===== src/hw/rtl/cir_pkg.sv =====
// Package with shared constants and types for the insertion router.
package cir_pkg;

    // Default sizes of the route storage.
    localparam int MaxStopsDef    = 31;
    localparam int NumVehiclesDef = 4;

    // Field widths.
    localparam int CellW = 8;
    localparam int GridW = 5;
    localparam int PosW  = 5;
    localparam int CostW = 11;
    localparam int SumW  = 24;

    // Configuration register indexes.
    localparam logic [1:0] REG_GRID  = 2'd0;
    localparam logic [1:0] REG_DEPOT = 2'd1;
    localparam logic [1:0] REG_CAP   = 2'd2;

    // Request codes.
    localparam logic REQ_APPEND = 1'b0;
    localparam logic REQ_INSERT = 1'b1;

    // Saturation limit of the reported cost.
    localparam logic [CostW-1:0] COST_MAX = 11'd2047;

    // Row and column of one cell, as produced by the cell splitter.
    typedef struct packed {
        logic [CellW-1:0] row;
        logic [CellW-1:0] col;
    } t_rc;

endpackage


===== src/hw/rtl/cir_divider.sv =====
// Iterative cell splitter: divides an 8-bit cell by the grid side, one bit a cycle.
module cir_divider
    import cir_pkg::*;
(
    input  logic             i_clk,
    input  logic             i_rst_n,
    input  logic             i_start,
    input  logic [CellW-1:0] i_cell,
    input  logic [GridW-1:0] i_side,
    output logic             o_done,
    output t_rc              o_rc
);

    logic [CellW-1:0] r_quo, n_quo;
    logic [GridW:0]   r_rem, n_rem;
    logic [3:0]       r_cnt, n_cnt;
    logic             r_busy, n_busy;
    logic             r_done, n_done;
    logic [GridW:0]   w_trial;

    // One restoring-division step per cycle.
    always_comb begin
        n_quo  = r_quo;
        n_rem  = r_rem;
        n_cnt  = r_cnt;
        n_busy = r_busy;
        n_done = 1'b0;
        w_trial = {r_rem[GridW-1:0], r_quo[CellW-1]};
        if (i_start) begin
            n_quo  = i_cell;
            n_rem  = '0;
            n_cnt  = 4'd0;
            n_busy = 1'b1;
        end else if (r_busy) begin
            if (w_trial >= {1'b0, i_side}) begin
                n_rem = w_trial - {1'b0, i_side};
                n_quo = {r_quo[CellW-2:0], 1'b1};
            end else begin
                n_rem = w_trial;
                n_quo = {r_quo[CellW-2:0], 1'b0};
            end
            n_cnt = r_cnt + 4'd1;
            if (r_cnt == 4'(CellW - 1)) begin
                n_busy = 1'b0;
                n_done = 1'b1;
            end
        end
    end

    always_ff @(posedge i_clk) begin
        if (!i_rst_n) begin
            r_busy <= 1'b0;
            r_done <= 1'b0;
        end else begin
            r_busy <= n_busy;
            r_done <= n_done;
        end
        r_quo <= n_quo;
        r_rem <= n_rem;
        r_cnt <= n_cnt;
    end

    assign o_done   = r_done;
    assign o_rc.row = r_quo;
    assign o_rc.col = CellW'(r_rem);

endmodule


===== src/hw/rtl/cheapest_insertion_router_core.sv =====
// Top level of the cheapest-insertion router: route memory, sequencer and output.
//
// Usage: raise start with a request while busy is low; the transaction is taken
// at that clock edge. An append writes one stop into the vehicle's list at the
// accepting edge, produces no result and leaves busy low, so the next request
// can follow in the next cycle. An insert scores the customer at every position
// of the list, rewrites the list and emits the new route on o_valid, one stop
// per result, with o_last on the final stop; a full list gives one
// status result in the cycle after acceptance instead, and busy stays low.
// Configuration is written on i_cfg_we/i_cfg_idx/i_cfg_data while idle; the user
// is bound to this, and the block itself does not enforce it. Each leg splits both
// end cells with the iterative divider, and a depot detour adds a leg. With n
// stored stops an insert runs n+1 trials of n+1 legs, plus any detours, then
// the rewrite and the emission. The divider and the single read port set the
// run time.
// Reset clears the route lengths, configuration, state and result strobe; the stop memory is not cleared.
// Results cannot be held off: the receiver takes each one in the cycle shown.
module cheapest_insertion_router_core
    import cir_pkg::*;
#(
    parameter int MAX_STOPS    = MaxStopsDef,
    parameter int NUM_VEHICLES = NumVehiclesDef
)
(
    input  logic             i_clk,
    input  logic             i_rst_n,
    input  logic             start,
    output logic             busy,
    input  logic             i_cfg_we,
    input  logic [1:0]       i_cfg_idx,
    input  logic [7:0]       i_cfg_data,
    input  logic             i_req_type,
    input  logic [1:0]       i_vehicle_id,
    input  logic [CellW-1:0] i_target_cell,
    input  logic [CellW-1:0] i_vehicle_cell,
    input  logic [7:0]       i_capacity_left,
    input  logic             i_clear_route,
    output logic             o_valid,
    output logic [CellW-1:0] o_stop_cell,
    output logic [PosW-1:0]  o_insert_position,
    output logic [CostW-1:0] o_best_cost,
    output logic             o_status,
    output logic             o_last
);

    localparam int Depth = MAX_STOPS * NUM_VEHICLES;
    localparam int AddrW = $clog2(Depth);
    localparam int LenW  = $clog2(MAX_STOPS + 1);

    // Sequencer states.
    localparam logic [3:0] S_IDLE   = 4'd0;
    localparam logic [3:0] S_TRIAL  = 4'd1;
    localparam logic [3:0] S_FETCH  = 4'd2;
    localparam logic [3:0] S_STEP   = 4'd3;
    localparam logic [3:0] S_DIVW   = 4'd4;
    localparam logic [3:0] S_ADD    = 4'd5;
    localparam logic [3:0] S_TEND   = 4'd6;
    localparam logic [3:0] S_WRITE  = 4'd7;
    localparam logic [3:0] S_WRRD   = 4'd8;
    localparam logic [3:0] S_EMIT   = 4'd9;
    localparam logic [3:0] S_EMRD   = 4'd10;

    // Configuration registers.
    logic [GridW-1:0] r_grid;
    logic [CellW-1:0] r_depot;
    logic [7:0]       r_vcap;
    logic [GridW-1:0] w_side;

    always_ff @(posedge i_clk) begin
        if (!i_rst_n) begin
            r_grid  <= 5'd10;
            r_depot <= '0;
            r_vcap  <= 8'd5;
        end else if (i_cfg_we) begin
            unique case (i_cfg_idx)
                REG_GRID:  r_grid  <= i_cfg_data[GridW-1:0];
                REG_DEPOT: r_depot <= i_cfg_data;
                REG_CAP:   r_vcap  <= i_cfg_data;
                default:   ;
            endcase
        end
    end
    assign w_side = (r_grid < 5'd2) ? 5'd2 : r_grid;

    // Route lengths, one per vehicle.
    logic [LenW-1:0] r_len [NUM_VEHICLES];

    // Stop memory with one registered read port and one write port.
    logic [CellW-1:0] r_mem [Depth];
    logic [AddrW-1:0] w_raddr, w_waddr;
    logic             w_we;
    logic [CellW-1:0] w_wdata, r_rdata;

    always_ff @(posedge i_clk) begin
        if (w_we) r_mem[w_waddr] <= w_wdata;
        r_rdata <= r_mem[w_raddr];
    end

    // Request registers.
    logic [3:0]       r_state;
    logic [AddrW-1:0] r_base;
    logic [LenW-1:0]  r_n;
    logic [CellW-1:0] r_cell, r_vcell, r_cur;
    logic [7:0]       r_capl, r_cap;
    logic [LenW-1:0]  r_pos, r_k, r_j, r_bpos;
    logic [SumW-1:0]  r_total, r_best;
    logic             r_detour;
    logic [CellW-1:0] r_dest;
    t_rc              r_rc_a;
    logic             r_phase;
    logic [1:0]       r_vid;

    // Cell splitter shared by both ends of a leg.
    logic             w_dstart;
    logic [CellW-1:0] w_dcell;
    logic             w_ddone;
    t_rc              w_rc;

    cir_divider u_div (
        .i_clk   (i_clk),
        .i_rst_n (i_rst_n),
        .i_start (w_dstart),
        .i_cell  (w_dcell),
        .i_side  (w_side),
        .o_done  (w_ddone),
        .o_rc    (w_rc)
    );

    // Trial cell at position r_k: the customer, or the stored stop.
    logic [CellW-1:0] w_tcell;
    assign w_tcell = (r_k == r_pos) ? r_cell : r_rdata;

    // Read address of the next stored stop (slot r_j).
    assign w_raddr = r_base + AddrW'(r_j);

    logic [CellW-1:0] w_dr, w_dc;
    assign w_dr = (r_rc_a.row > w_rc.row) ? r_rc_a.row - w_rc.row : w_rc.row - r_rc_a.row;
    assign w_dc = (r_rc_a.col > w_rc.col) ? r_rc_a.col - w_rc.col : w_rc.col - r_rc_a.col;

    logic w_acc, w_idle_ok;
    assign w_idle_ok = (r_state == S_IDLE);
    assign w_acc     = start && w_idle_ok;
    assign busy      = !w_idle_ok;

    logic [AddrW-1:0] w_vbase;
    assign w_vbase = AddrW'(i_vehicle_id) * AddrW'(MAX_STOPS);

    // An insert that cannot be served answers with a status only.
    logic w_full_ins;
    assign w_full_ins = (i_vehicle_id >= NUM_VEHICLES) ||
                        (r_len[i_vehicle_id] >= LenW'(MAX_STOPS));

    // Registered result fields.
    logic [CellW-1:0] r_ocell;
    logic             r_ovalid, r_olast, r_ostat;
    logic [CostW-1:0] r_ocost;
    logic [PosW-1:0]  r_opos;

    always_comb begin
        w_dstart = 1'b0;
        w_dcell  = r_cur;
        w_we     = 1'b0;
        w_waddr  = r_base + AddrW'(r_k);
        w_wdata  = r_rdata;
        if (r_state == S_STEP) begin
            w_dstart = 1'b1;
            w_dcell  = r_cur;
        end else if (r_state == S_DIVW && w_ddone && !r_phase) begin
            w_dstart = 1'b1;
            w_dcell  = r_dest;
        end
        if (r_state == S_WRRD) begin
            w_we    = 1'b1;
            w_wdata = (r_k == r_bpos) ? r_cell : r_rdata;
        end
        if (r_state == S_IDLE && w_acc && i_req_type == REQ_APPEND &&
            i_vehicle_id < NUM_VEHICLES) begin
            w_we    = (i_clear_route || r_len[i_vehicle_id] < LenW'(MAX_STOPS));
            w_waddr = w_vbase + (i_clear_route ? '0 : AddrW'(r_len[i_vehicle_id]));
            w_wdata = i_target_cell;
        end
    end

    // Result strobe: a full-route status registered at acceptance, or one route stop.
    always_ff @(posedge i_clk) begin
        if (!i_rst_n) begin
            r_ovalid <= 1'b0;
        end else begin
            r_ovalid <= (w_acc && i_req_type == REQ_INSERT && w_full_ins) ||
                        (r_state == S_EMRD);
        end
    end

    always_ff @(posedge i_clk) begin
        if (!i_rst_n) begin
            r_state <= S_IDLE;
            for (int v = 0; v < NUM_VEHICLES; v++) r_len[v] <= '0;
        end else begin
            unique case (r_state)
                S_IDLE: begin
                    if (w_acc) begin
                        r_base  <= w_vbase;
                        r_vid   <= i_vehicle_id;
                        r_cell  <= i_target_cell;
                        r_vcell <= i_vehicle_cell;
                        r_capl  <= i_capacity_left;
                        if (i_req_type == REQ_APPEND) begin
                            if (i_vehicle_id < NUM_VEHICLES) begin
                                if (i_clear_route) r_len[i_vehicle_id] <= LenW'(1);
                                else if (r_len[i_vehicle_id] < LenW'(MAX_STOPS))
                                    r_len[i_vehicle_id] <= r_len[i_vehicle_id] + 1'b1;
                            end
                        end else if (w_full_ins) begin
                            r_ocell  <= '0;
                            r_opos   <= '0;
                            r_ocost  <= '0;
                            r_ostat  <= 1'b1;
                            r_olast  <= 1'b1;
                        end else begin
                            r_n     <= r_len[i_vehicle_id];
                            r_pos   <= '0;
                            r_best  <= '1;
                            r_state <= S_TRIAL;
                        end
                    end
                end
                // Start a trial route for position r_pos.
                S_TRIAL: begin
                    r_k      <= '0;
                    r_j      <= '0;
                    r_total  <= '0;
                    r_cur    <= r_vcell;
                    r_cap    <= r_capl;
                    r_detour <= 1'b0;
                    r_state  <= S_FETCH;
                end
                // Stored stop for slot r_j is read here.
                S_FETCH: r_state <= S_STEP;
                // Choose the next leg's destination; a detour is followed by the stop.
                S_STEP: begin
                    r_phase <= 1'b0;
                    if (r_cap == 8'd0 && !r_detour) begin
                        r_detour <= 1'b1;
                        r_dest   <= r_depot;
                    end else begin
                        r_detour <= 1'b0;
                        r_dest   <= w_tcell;
                    end
                    r_state <= S_DIVW;
                end
                S_DIVW: begin
                    if (w_ddone) begin
                        if (!r_phase) begin
                            r_rc_a  <= w_rc;
                            r_phase <= 1'b1;
                        end else begin
                            r_state <= S_ADD;
                        end
                    end
                end
                // Accumulate one leg.
                S_ADD: begin
                    r_total <= r_total + SumW'(w_dr) + SumW'(w_dc);
                    r_cur   <= r_dest;
                    if (r_detour) begin
                        r_cap   <= r_vcap;
                        r_state <= S_STEP;
                    end else begin
                        if (r_cap != 8'd0) r_cap <= r_cap - 8'd1;
                        if (r_k != r_pos) r_j <= r_j + 1'b1;
                        r_k <= r_k + 1'b1;
                        r_state <= (r_k == r_n) ? S_TEND : S_FETCH;
                    end
                end
                S_TEND: begin
                    if (r_total < r_best) begin
                        r_best <= r_total;
                        r_bpos <= r_pos;
                    end
                    if (r_pos == r_n) begin
                        r_k     <= r_n;
                        r_j     <= r_n - 1'b1;
                        r_state <= S_WRITE;
                    end else begin
                        r_pos   <= r_pos + 1'b1;
                        r_state <= S_TRIAL;
                    end
                end
                // Rewrite from the end: slot k takes slot k-1 above bpos.
                S_WRITE: r_state <= S_WRRD;
                S_WRRD: begin
                    if (r_k == r_bpos) begin
                        r_len[r_vid] <= r_n + 1'b1;
                        r_k     <= '0;
                        r_j     <= '0;
                        r_state <= S_EMIT;
                    end else begin
                        r_k     <= r_k - 1'b1;
                        r_j     <= r_j - 1'b1;
                        r_state <= S_WRITE;
                    end
                end
                S_EMIT: r_state <= S_EMRD;
                S_EMRD: begin
                    r_ocell  <= r_rdata;
                    r_opos   <= PosW'(r_bpos);
                    r_ocost  <= (r_best > SumW'(COST_MAX)) ? COST_MAX : r_best[CostW-1:0];
                    r_ostat  <= 1'b0;
                    r_olast  <= (r_k == r_n);
                    r_k      <= r_k + 1'b1;
                    r_j      <= r_j + 1'b1;
                    r_state  <= (r_k == r_n) ? S_IDLE : S_EMIT;
                end
                default: r_state <= S_IDLE;
            endcase
        end
    end

    assign o_valid           = r_ovalid;
    assign o_stop_cell       = r_ocell;
    assign o_insert_position = r_opos;
    assign o_best_cost       = r_ocost;
    assign o_status          = r_ostat;
    assign o_last            = r_olast;

endmodule


===== config.mk =====
export PLATFORM = sky130hd
export DESIGN_NAME = cheapest_insertion_router_core
export DESIGN_NICKNAME = d
export VERILOG_FILES = /design/src/hw/rtl/cir_pkg.sv /design/src/hw/rtl/cir_divider.sv /design/src/hw/rtl/cheapest_insertion_router_core.sv
export SDC_FILE = /design/constraint.sdc
export NUM_CORES = 1
export LEC_CHECK = 0
export BUFFER_PORTS_ARGS = -buffer_cell sky130_fd_sc_hd__clkbuf_2
export CORE_MARGIN = 2
export CORE_UTILIZATION = 55
export CTS_CLUSTER_SIZE = 14
export DETAILED_ROUTE_END_ITERATION = 7
export PLACE_DENSITY_LB_ADDON = 0.08
export REMOVE_ABC_BUFFERS = 1
export SLEW_MARGIN = 20
export SYNTH_ARGS = -nofsm -noshare
export SYNTH_HDL_FRONTEND = slang
export SYNTH_SLANG_ARGS = --single-unit

===== constraint.sdc =====
create_clock -name i_clk -period 6.92 [get_ports i_clk]
set_input_delay 0.692 -clock i_clk [delete_from_list [all_inputs] [get_ports i_clk]]
set_output_delay 0.692 -clock i_clk [all_outputs]
set_load 0.01 [all_outputs]

* Word level (Yosys, flattened, before mapping)
Memories as Yosys holds them, arrays and structs flattened. A register that Yosys moved wholly into a read port is not among the register bits.
Index checks and enable logic that the tools add are counted.
** Word-level totals
- Flip-flop bits (word level) :: 218
- Bits in writable memories :: 1012
- Bits of input ports :: 42
- Output and inout bits :: 28
- Word-level logic and storage cells :: 254
- Memories :: 2
** Memories
- r_mem :: words 124, bits a word 8, read ports 1, clocked after memory_dff 1, write ports 1, RTL line cheapest_insertion_router_core.sv:89 : logic [CellW-1:0] r_mem [Depth];
- r_len :: words 4, bits a word 5, read ports 1, clocked after memory_dff 0, write ports 4, RTL line cheapest_insertion_router_core.sv:86 : logic [LenW-1:0] r_len [NUM_VEHICLES];
** Cells by class
- Add/subtract/negate cells :: 20
- Multiply operators :: 1
- $lt $le $gt $ge :: 8
- Equal/unequal tests :: 30
- Muxes and demuxes :: 108
- Bitwise operators :: 6
- Reduce and logical (&&, ||, !) cells :: 45
** Operators with widths (number)
- 8-bit two-way mux :: 16
- 24-bit two-way mux :: 4
- 24-bit case mux with 2 select lines :: 2
- 5-bit two-way mux :: 19
- 5-bit case mux with 5 select lines :: 2
- 24-bit by 8-bit adder with 24-bit output :: 2
- 8-bit case mux with 2 select lines :: 3
- 11-bit two-way mux :: 4
- 4-bit case mux with 11 select lines :: 1
- 1-bit two-way mux :: 36
- 4-bit two-way mux :: 7
- 5-bit by 1-bit adder with 5-bit output, second input constant :: 5
- 24-bit by 11-bit > comparator with 1-bit output, second input constant :: 1
- 24-bit less-than comparator :: 1
- 11-bit case mux with 2 select lines :: 1
- 7-bit by 5-bit adder with 7-bit output :: 3
- 4-bit by 3-bit equality test with 1-bit output, second input constant :: 5
- 5-bit equality test :: 4
- 5-bit case mux with 2 select lines :: 2
- 5-bit AND reduction :: 4
- 2-bit != test, second input constant :: 9
- 8-bit subtractor :: 2
- 5-bit by 1-bit subtractor with 5-bit output, second input constant :: 3
- 6-bit by 6-bit subtractor with 7-bit output :: 2
- 40 further kinds :: 80

* Logic depth before layout (Yosys ltp)
Gate-level depths: netlist (run 1).
An unclocked memory read counts as a cell.
- Depth after elaboration :: 13
- Gate-level depth with buffers :: 22
- Gate-level depth less buffers :: 22

* Cells and area by module
A second synthesis (run 1) with hierarchy kept.
** Second synthesis, totals
- Cell total of the unflattened synthesis :: 3174
- Area total of the unflattened synthesis :: 53928.0 um^2
** By module, submodules not included
- cheapest_insertion_router_core :: times used 1, cells an instance 3064, area an instance 52805.6 um^2, sequential area each 36204.7 um^2
- cir_divider :: times used 1, cells an instance 110, area an instance 1122.3 um^2, sequential area each 480.5 um^2

* Worst setup path after synthesis (run 1)
OpenSTA, ideal clock, no wires.
- Path kind :: register -> register
- Start point :: register r_k[0]
- End point :: memory r_mem[0][0] (data pin)
- Library setup time :: 1.166 ns
- Data arrival time :: 6.489 ns
- Required time :: 5.754 ns
- Slack :: -0.735 ns
- Stages on the path, launching flop included :: 8
- Buffers on the path :: 2
- Period minus slack after synthesis :: 7.655 ns
- Path through :: edfxtp_1 > clkbuf_1 > xor2_1 > nor3_1 > nand4_1 > clkbuf_1 > mux2i_1 > o21ai_0
** On the way
- Longest elaborated chain between the ends :: 4
** RTL lines
- start, declared :: RTL line cheapest_insertion_router_core.sv:105 : logic [LenW-1:0] r_pos, r_k, r_j, r_bpos;
- start signal, assigned :: RTL line cheapest_insertion_router_core.sv:271 : r_k <= r_k + 1'b1;
- start signal, assigned :: RTL line cheapest_insertion_router_core.sv:281 : r_k <= r_n;
- start signal, assigned :: RTL line cheapest_insertion_router_core.sv:298 : r_k <= r_k - 1'b1;
- 5-bit equality test :: RTL line cheapest_insertion_router_core.sv:174 : w_wdata = (r_k == r_bpos) ? r_cell : r_rdata;
- 8-bit two-way mux :: RTL line cheapest_insertion_router_core.sv:174
- 8-bit two-way mux :: RTL line cheapest_insertion_router_core.sv:172 : if (r_state == S_WRRD) begin
- 8-bit two-way mux :: RTL line cheapest_insertion_router_core.sv:176 : if (r_state == S_IDLE && w_acc && i_req_type == REQ_APPEND &&
- via w_wdata[0] :: RTL line cheapest_insertion_router_core.sv:92 : logic [CellW-1:0] w_wdata, r_rdata;
- end, declared :: RTL line cheapest_insertion_router_core.sv:89
The timed path passes the listed nets, and every way through them passes these cells.

* Worst setup path in the final report (run 1)
- Start point :: register r_rc_a[1] (netlist name)
- End point :: register r_total[22] (data pin)
** On the way
- Longest elaborated chain between the ends :: 4
- Elaborated cells on any way between the ends :: 6
- Classes of those cells :: add/sub (3); order compare (1); mux (2)
** RTL lines
- start, declared :: RTL line cheapest_insertion_router_core.sv:109 : t_rc r_rc_a;
- start signal, assigned :: RTL line cheapest_insertion_router_core.sv:254 : r_rc_a <= w_rc;
- 6-bit by 6-bit subtractor with 7-bit output or 6-bit > comparator (tied branches) :: RTL line cheapest_insertion_router_core.sv:138 : assign w_dc = (r_rc_a.col > w_rc.col) ? r_rc_a.col - w_rc.col : w_rc.col - r_rc_a.col;
- 8-bit two-way mux (*) :: RTL line cheapest_insertion_router_core.sv:138
- 24-bit by 8-bit adder with 24-bit output (*) :: RTL line cheapest_insertion_router_core.sv:263 : r_total <= r_total + SumW'(w_dr) + SumW'(w_dc);
- 24-bit case mux with 2 select lines (*) :: RTL line cheapest_insertion_router_core.sv:199 : unique case (r_state)
- end signal, assigned :: RTL line cheapest_insertion_router_core.sv:263
- end, declared :: RTL line cheapest_insertion_router_core.sv:106 : logic [SumW-1:0] r_total, r_best;
Every way passes the cells marked *; elsewhere a longest branch is shown, timed or not.
A chain may end at the register's enable or synchronous reset.

==> out/metrics.yaml, run 1 <==
status: "completed"
htreeDepth: 3
globalRouteTotalUtil_pct: 24.9
drtIter0Drc: 2829
synth_area_leaders: "edfxtp_1 (68%), mux4_2 (13%), ha_1 (2.2%)"
synth-edff-count: 1189
slew_headroom_pct: 27.7
grt_pass1_wl_um: 181000
worstSetupEndpointType: "flip-flop"
cp_data_required_time_ns: 7.35
numClockSinks: 1235
fin_crit_sh_pct: 88.2
cts_resized: 0
ctsHoldBuffers: 0
netlist_area_mm2: 0.0522
synth_fa_ha_area_share_pct: 2.86
period_needed_ns: 6.11
root_buffer: "clkbuf_16"
setup_violations: 0
async_flop_share_pct: 0
finalMaxSlewViolations: 0
gp_congestion: 0.862
dieArea_mm2: 0.0973
nFillCells: 6730
stdcell_area_mm2: 0.0581
cts_tree: "built"
nets: 3226
avgSynthCellArea_um2: 17.6
multiInputGateArea_mm2: 0.0147
clkTransAtPathRegs_ns: 0.06
dr.pass1.iters: 5
syn_to_final_growth_pct: 11.4
detail_route.vias_per_cell: 6.13
yosysSeqAreaShare_pct: 70.2
critPathSlowestCell: "a221oi_1"
rsz0062_at_grt: "false"
fp.coreArea_mm2: 0.0936
cp_max_fo: 11
ir_worst_vdd_uv: 226
cts_buffers: 121
synth_top_family_by_area: "multiplexers"
io_buffers: 69
netlist_instances: 2963
io_pins: 70
synth.distinct_cells: 71
synth_top_area_share_pct: 68.4
tightest_slew_ns: 1.08
placed_area_mm2: 0.0542
cp_slowest_stage_delay_ns: 0.82
clk_latency_ns: 0.72
grt-ovfl-total: 0
num_rows: 112
post_cts_buffers: 0
hpwl_um: 77000
chipHeight_um: 312
power_density_mw_per_mm2: 322
num_vias: 27153
critPathBufInv: 1
synthMuxAreaShare_pct: 14.8
dp_slack_ns: 0.774
path_delay_family: "compound AO/OA/AOI/OAI gates"
synth-simple-area-share_pct: 5.22
grt_pass1_vias: 27863
ant_nets: 0
clockBufferDepth: 3
yosysTopAreaCell: "edfxtp_1"
worstSetupPathType: "reg2reg"
seq_area_mm2: 0.0366
start_kind: "flip-flop"
ys.flop_type: "edfxtp_1"
hold_violations: 0
crit_top_cell: "o21a_1"
worstPathCellList: "inv_1 > ha_1 > nor2b_1 > o21a_1 > o21ai_0 > a21oi_1 > mux2i_1 > o21a_1 > o221ai_1 > a221oi_1 > fa_1 > ha_1 > o21a_1 > o21ai_0 > o31ai_1 > nand3_1 > xor2_1 > nor2_1"
yosysWarnings: 0
synth_xor_area_share_pct: 1.71
p_leak_nw: 19.5
drive_gt1_share_pct: 20.2
initial_utilization_pct: 55.7
synth_compound_area_share_pct: 3.21
drc_errors: 0
min-delay-path-class: "in2reg"
die_w_um: 312
fmax_ghz: 0.164
ys_ff_latch: 1235
routed_wl_um: 120000
wl_per_cell_um: 27.1
antenna_found_initial: 1
clock_skew_ns: 0.0288
arrival_ns: 6.54
maxCapViolations: 0
timing.final.ws_setup_ns: 0.813
grt_max_degree: 85
-- flip-flops by register name (all words and copies together), names as in the netlist, 11 cells and up --
name and cells:
o_best_cost 11, r_best 24, r_len 20, r_mem 992, r_rc_a 14, r_total 24
-- placed cells by master, fill, tap and decap left out, types with 44 or more instances in the layout --
| cell | synthesis | final |
|---|---|---|
| edfxtp_1 | 1189 | 1189 |
| mux4_2 | 301 | 301 |
| nor2_1 | 264 | 262 |
| nand2_1 | 164 | 161 |
| clkbuf_16 | 0 | 122 |
| inv_1 | 114 | 114 |
| ha_1 | 92 | 91 |
| mux2i_1 | 90 | 90 |
| clkbuf_2 | 0 | 69 |
| o21ai_0 | 66 | 58 |
| xor2_1 | 56 | 54 |
| buf_4 | 6 | 53 |
| a21oi_1 | 51 | 51 |
| dfxtp_1 | 46 | 46 |
| xnor2_1 | 44 | 44 |
-- metal layers --
| layer | wire length [um] | global-route usage (%) | vias up | part of all wire, % |
|---|---|---|---|---|
| met5 | 0 | 0 | - | 0 |
| met2 | 59300 | 41.0 | 925 | 49 |
| met1 | 50000 | 35.4 | 14186 | 42 |
| met3 | 7180 | 3.48 | 201 | 6.0 |
| met4 | 3310 | 6.96 | 0 | 2.8 |
| li1 | - | - | 11841 | - |
-- final timing paths --
path | from | end | slack (ns) | cells after the start
worst max-delay path | r_rc_a[1] | r_total[22] | 0.81 | 18
worst min-delay path | i_capacity_left[0] | r_capl[0] | 0.17 | 1
worst max register to register | r_rc_a[1] | r_total[22] | 0.81 | 18
worst min register to register | u_div.r_rem[5] | r_rc_a[5] | 0.49 | 0
-- synthesized netlist by cell type (29+ instances only) --
cell	instances
edfxtp_1	1189
mux4_2	301
nor2_1	264
nand2_1	164
inv_1	114
ha_1	92
mux2i_1	90
clkbuf_1	73
o21ai_0	66
xor2_1	56
a21oi_1	51
buf_2	51
dfxtp_1	46
xnor2_1	44
nand3_1	36
nand2b_1	35
a21o_1	29
-- power by group --
group	total [W]	switching [W]	internal (W)
logic	0.00322	0.00212	0.00109
registers	0.00903	0.0000999	0.00893
clock network	0.00647	0.00275	0.00372
-- metrics by stage --
stage	utilization, %	std cells	hold slack [ns]	total power (W)	TNS (ns)
floorplan	-	2824	0.443	0.0116	-806.57
global placement	57.9	4205	0.469	0.0123	0
detailed placement	57.9	4205	0.476	0.0124	0
CTS	62.0	4425	0.125	0.0188	0
global route	62.1	4426	0.126	0.0194	0
finish	62.1	4427	0.165	0.0187	0
-- cell families (layout without fill, tap and decap cells) --
logic type / after synthesis / in the layout
muxes: 394 / 394
other: 0 / 1
xor gates and xnor gates: 101 / 101
AOI/OAI and AO/OA: 259 / 259
and+or+nand+nor: 610 / 610
buffers and inverters: 255 / 464
DFF: 1235 / 1235
adders and majority gates: 109 / 109
-- area by class of cell --
type	instances	share of cell area, %
well taps	1254	2.70
repair buffers	128	1.50
diodes	1	0.00431
clock inverters	64	1.13
flip-flops and latches	1235	63.0
multi-input cells	1473	25.3
inverters	116	0.749
clock buffers	156	5.56
Note: power is estimated with default switching activity, not from simulation.
==> run 2, diff against run 1 <==
--- a/config.mk
+++ b/config.mk
@@ -11,6 +11,7 @@
 export CTS_CLUSTER_SIZE = 14
 export DETAILED_ROUTE_END_ITERATION = 7
 export PLACE_DENSITY_LB_ADDON = 0.08
+export RECOVER_POWER = 25
 export REMOVE_ABC_BUFFERS = 1
 export SLEW_MARGIN = 20
 export SYNTH_ARGS = -nofsm -noshare
==> out/metrics.yaml, run 2 (same netlist as run 1, synthesis figures left out) <==
root_buffer: "clkbuf_16"
start_kind: "flip-flop"
drtIter0Drc: 2821
drc_errors: 0
fp.coreArea_mm2: 0.0936
detail_route.vias_per_cell: 6.17
worstSetupPathType: "reg2reg"
num_vias: 27302
stdcell_area_mm2: 0.0579
maxCapViolations: 14
setup_violations: 0
numClockSinks: 1235
finalMaxSlewViolations: 430
min-delay-path-class: "in2reg"
num_rows: 112
violations: "capacitance limit, slew limit"
dr.pass1.iters: 5
clkTransAtPathRegs_ns: 0.06
die_w_um: 312
regMostFlops: "r_mem"
min_path_cells: 1
ant_nets: 0
hpwl_um: 77000
rr_worst_depth: 18
layout_commonest_cell: "edfxtp_1"
cp_data_required_time_ns: 7.29
clk_latency_ns: 0.72
gp_congestion: 0.862
cts_tree: "built"
io_pins: 70
dp.cells: 4205
r2r_slack_ns: 0.71
hold_end: "r_capl[0]"
hold_violations: 0
cp_max_fo: 11
tightest_slew_ns: 2.50
fmax_ghz: 0.161
final_util_pct: 61.8
fin_crit_sh_pct: 89.7
path_delay_family: "compound AO/OA/AOI/OAI gates"
routed_wl_um: 120000
cts_buffers: 121
power_density_mw_per_mm2: 323
worstSetupEndpointType: "flip-flop"
nets: 3226
post_cts_buffers: 0
drive_gt1_share_pct: 18.1
grt_max_degree: 85
rsz0062_at_grt: "false"
clockBufferDepth: 3
power_w: 0.0187
clock_skew_ns: 0.0299
r2r-end: "r_total[22]"
wl_per_cell_um: 27.1
ir_worst_vdd_uv: 225
arrival_ns: 6.58
cp_slowest_stage_delay_ns: 0.86
critPathSlowestCell: "a221oi_1"
antenna_found_initial: 1
dieArea_mm2: 0.0973
cts_resized: 0
hold_start: "i_capacity_left[0]"
critPathBufInv: 1
io_buffers: 69
slew_headroom_pct: -66.5
period_needed_ns: 6.21
largestRegisters: "r_mem: 992 flops, r_best: 24 flops, r_total: 24 flops"
chipHeight_um: 312
initial_utilization_pct: 55.7
r2r-start: "r_rc_a[1]"
p_leak_nw: 19.2
placed_area_mm2: 0.0542
worstPathCellList: "inv_1 > ha_1 > nor2b_1 > o21a_1 > o21ai_0 > a21oi_1 > mux2i_1 > o21a_1 > o221ai_1 > a221oi_1 > fa_1 > ha_1 > o21a_1 > o21ai_0 > o31ai_1 > nand3_1 > xor2_1 > nor2_1"
final_cell_mix: "edfxtp_1 (1189), mux4_2 (301), nor2_1 (263), nand2_1 (162), clkbuf_16 (122)"
htreeDepth: 3
syn_to_final_growth_pct: 10.9
crit_top_cell: "o21a_1"
status: "finished with violations"
globalRouteTotalUtil_pct: 24.9
ctsHoldBuffers: 0
fin_cells: 4427
setup_tns_ns: 0
grt_pass1_vias: 27863
largest_reg_flops: 992
grt-ovfl-total: 0
grt_pass1_wl_um: 181000
run 2: final cells by class:
| type | instances | area [um2] |
|---|---|---|
| flip-flops and latches | 1235 | 36600 |
| fillers | 6786 | 35800 |
| multi-input cells | 1473 | 14600 |
| clock buffers | 156 | 3230 |
| well taps | 1254 | 1570 |
| repair buffers | 128 | 744 |
| clock inverters | 64 | 654 |
| inverters | 116 | 435 |
| diodes | 1 | 2.50 |
run 2: routing by layer:
| metal | GRT usage (%) | share of wire [%] | vias to the layer above | routed length [um] |
|---|---|---|---|---|
| li1 | - | - | 11844 | - |
| met1 | 35.4 | 42 | 14238 | 49800 |
| met2 | 41.0 | 49 | 1008 | 59100 |
| met3 | 3.48 | 6.4 | 212 | 7650 |
| met4 | 6.96 | 2.8 | 0 | 3400 |
| met5 | 0 | 0 | - | 0 |
run 2: how the worst max path moves through the flow:
stage / from / end / slack [ns] / cells past startpoint
2_1_floorplan: r_base[0] / r_rdata[0] / -4.44 / 6
3_3_place_gp: r_rc_a[1] / r_total[16] / 1.09 / 18
3_5_place_dp: r_rc_a[1] / r_total[22] / 0.77 / 18
4_1_cts: r_rc_a[1] / r_total[22] / 0.74 / 18
5_1_grt: r_rc_a[1] / r_total[20] / 0.30 / 18
6_report: r_rc_a[1] / r_total[22] / 0.71 / 18
run 2: through the flow:
step	hold WS (ns)	setup WS, ns
4_1_cts	0.125	0.742
2_1_floorplan	0.443	-4.44
3_5_place_dp	0.476	0.774
3_3_place_gp	0.469	1.09
6_report	0.166	0.710
5_1_grt	0.126	0.299
run 2: power by group:
part	internal [W]	leakage (nW)	total, W	switching, W
sequential	0.00895	11.1	0.00905	0.0000987
combinational	0.00106	6.26	0.00317	0.00211
clock	0.00372	1.88	0.00647	0.00275
total	0.0137	19.2	0.0187	0.00496
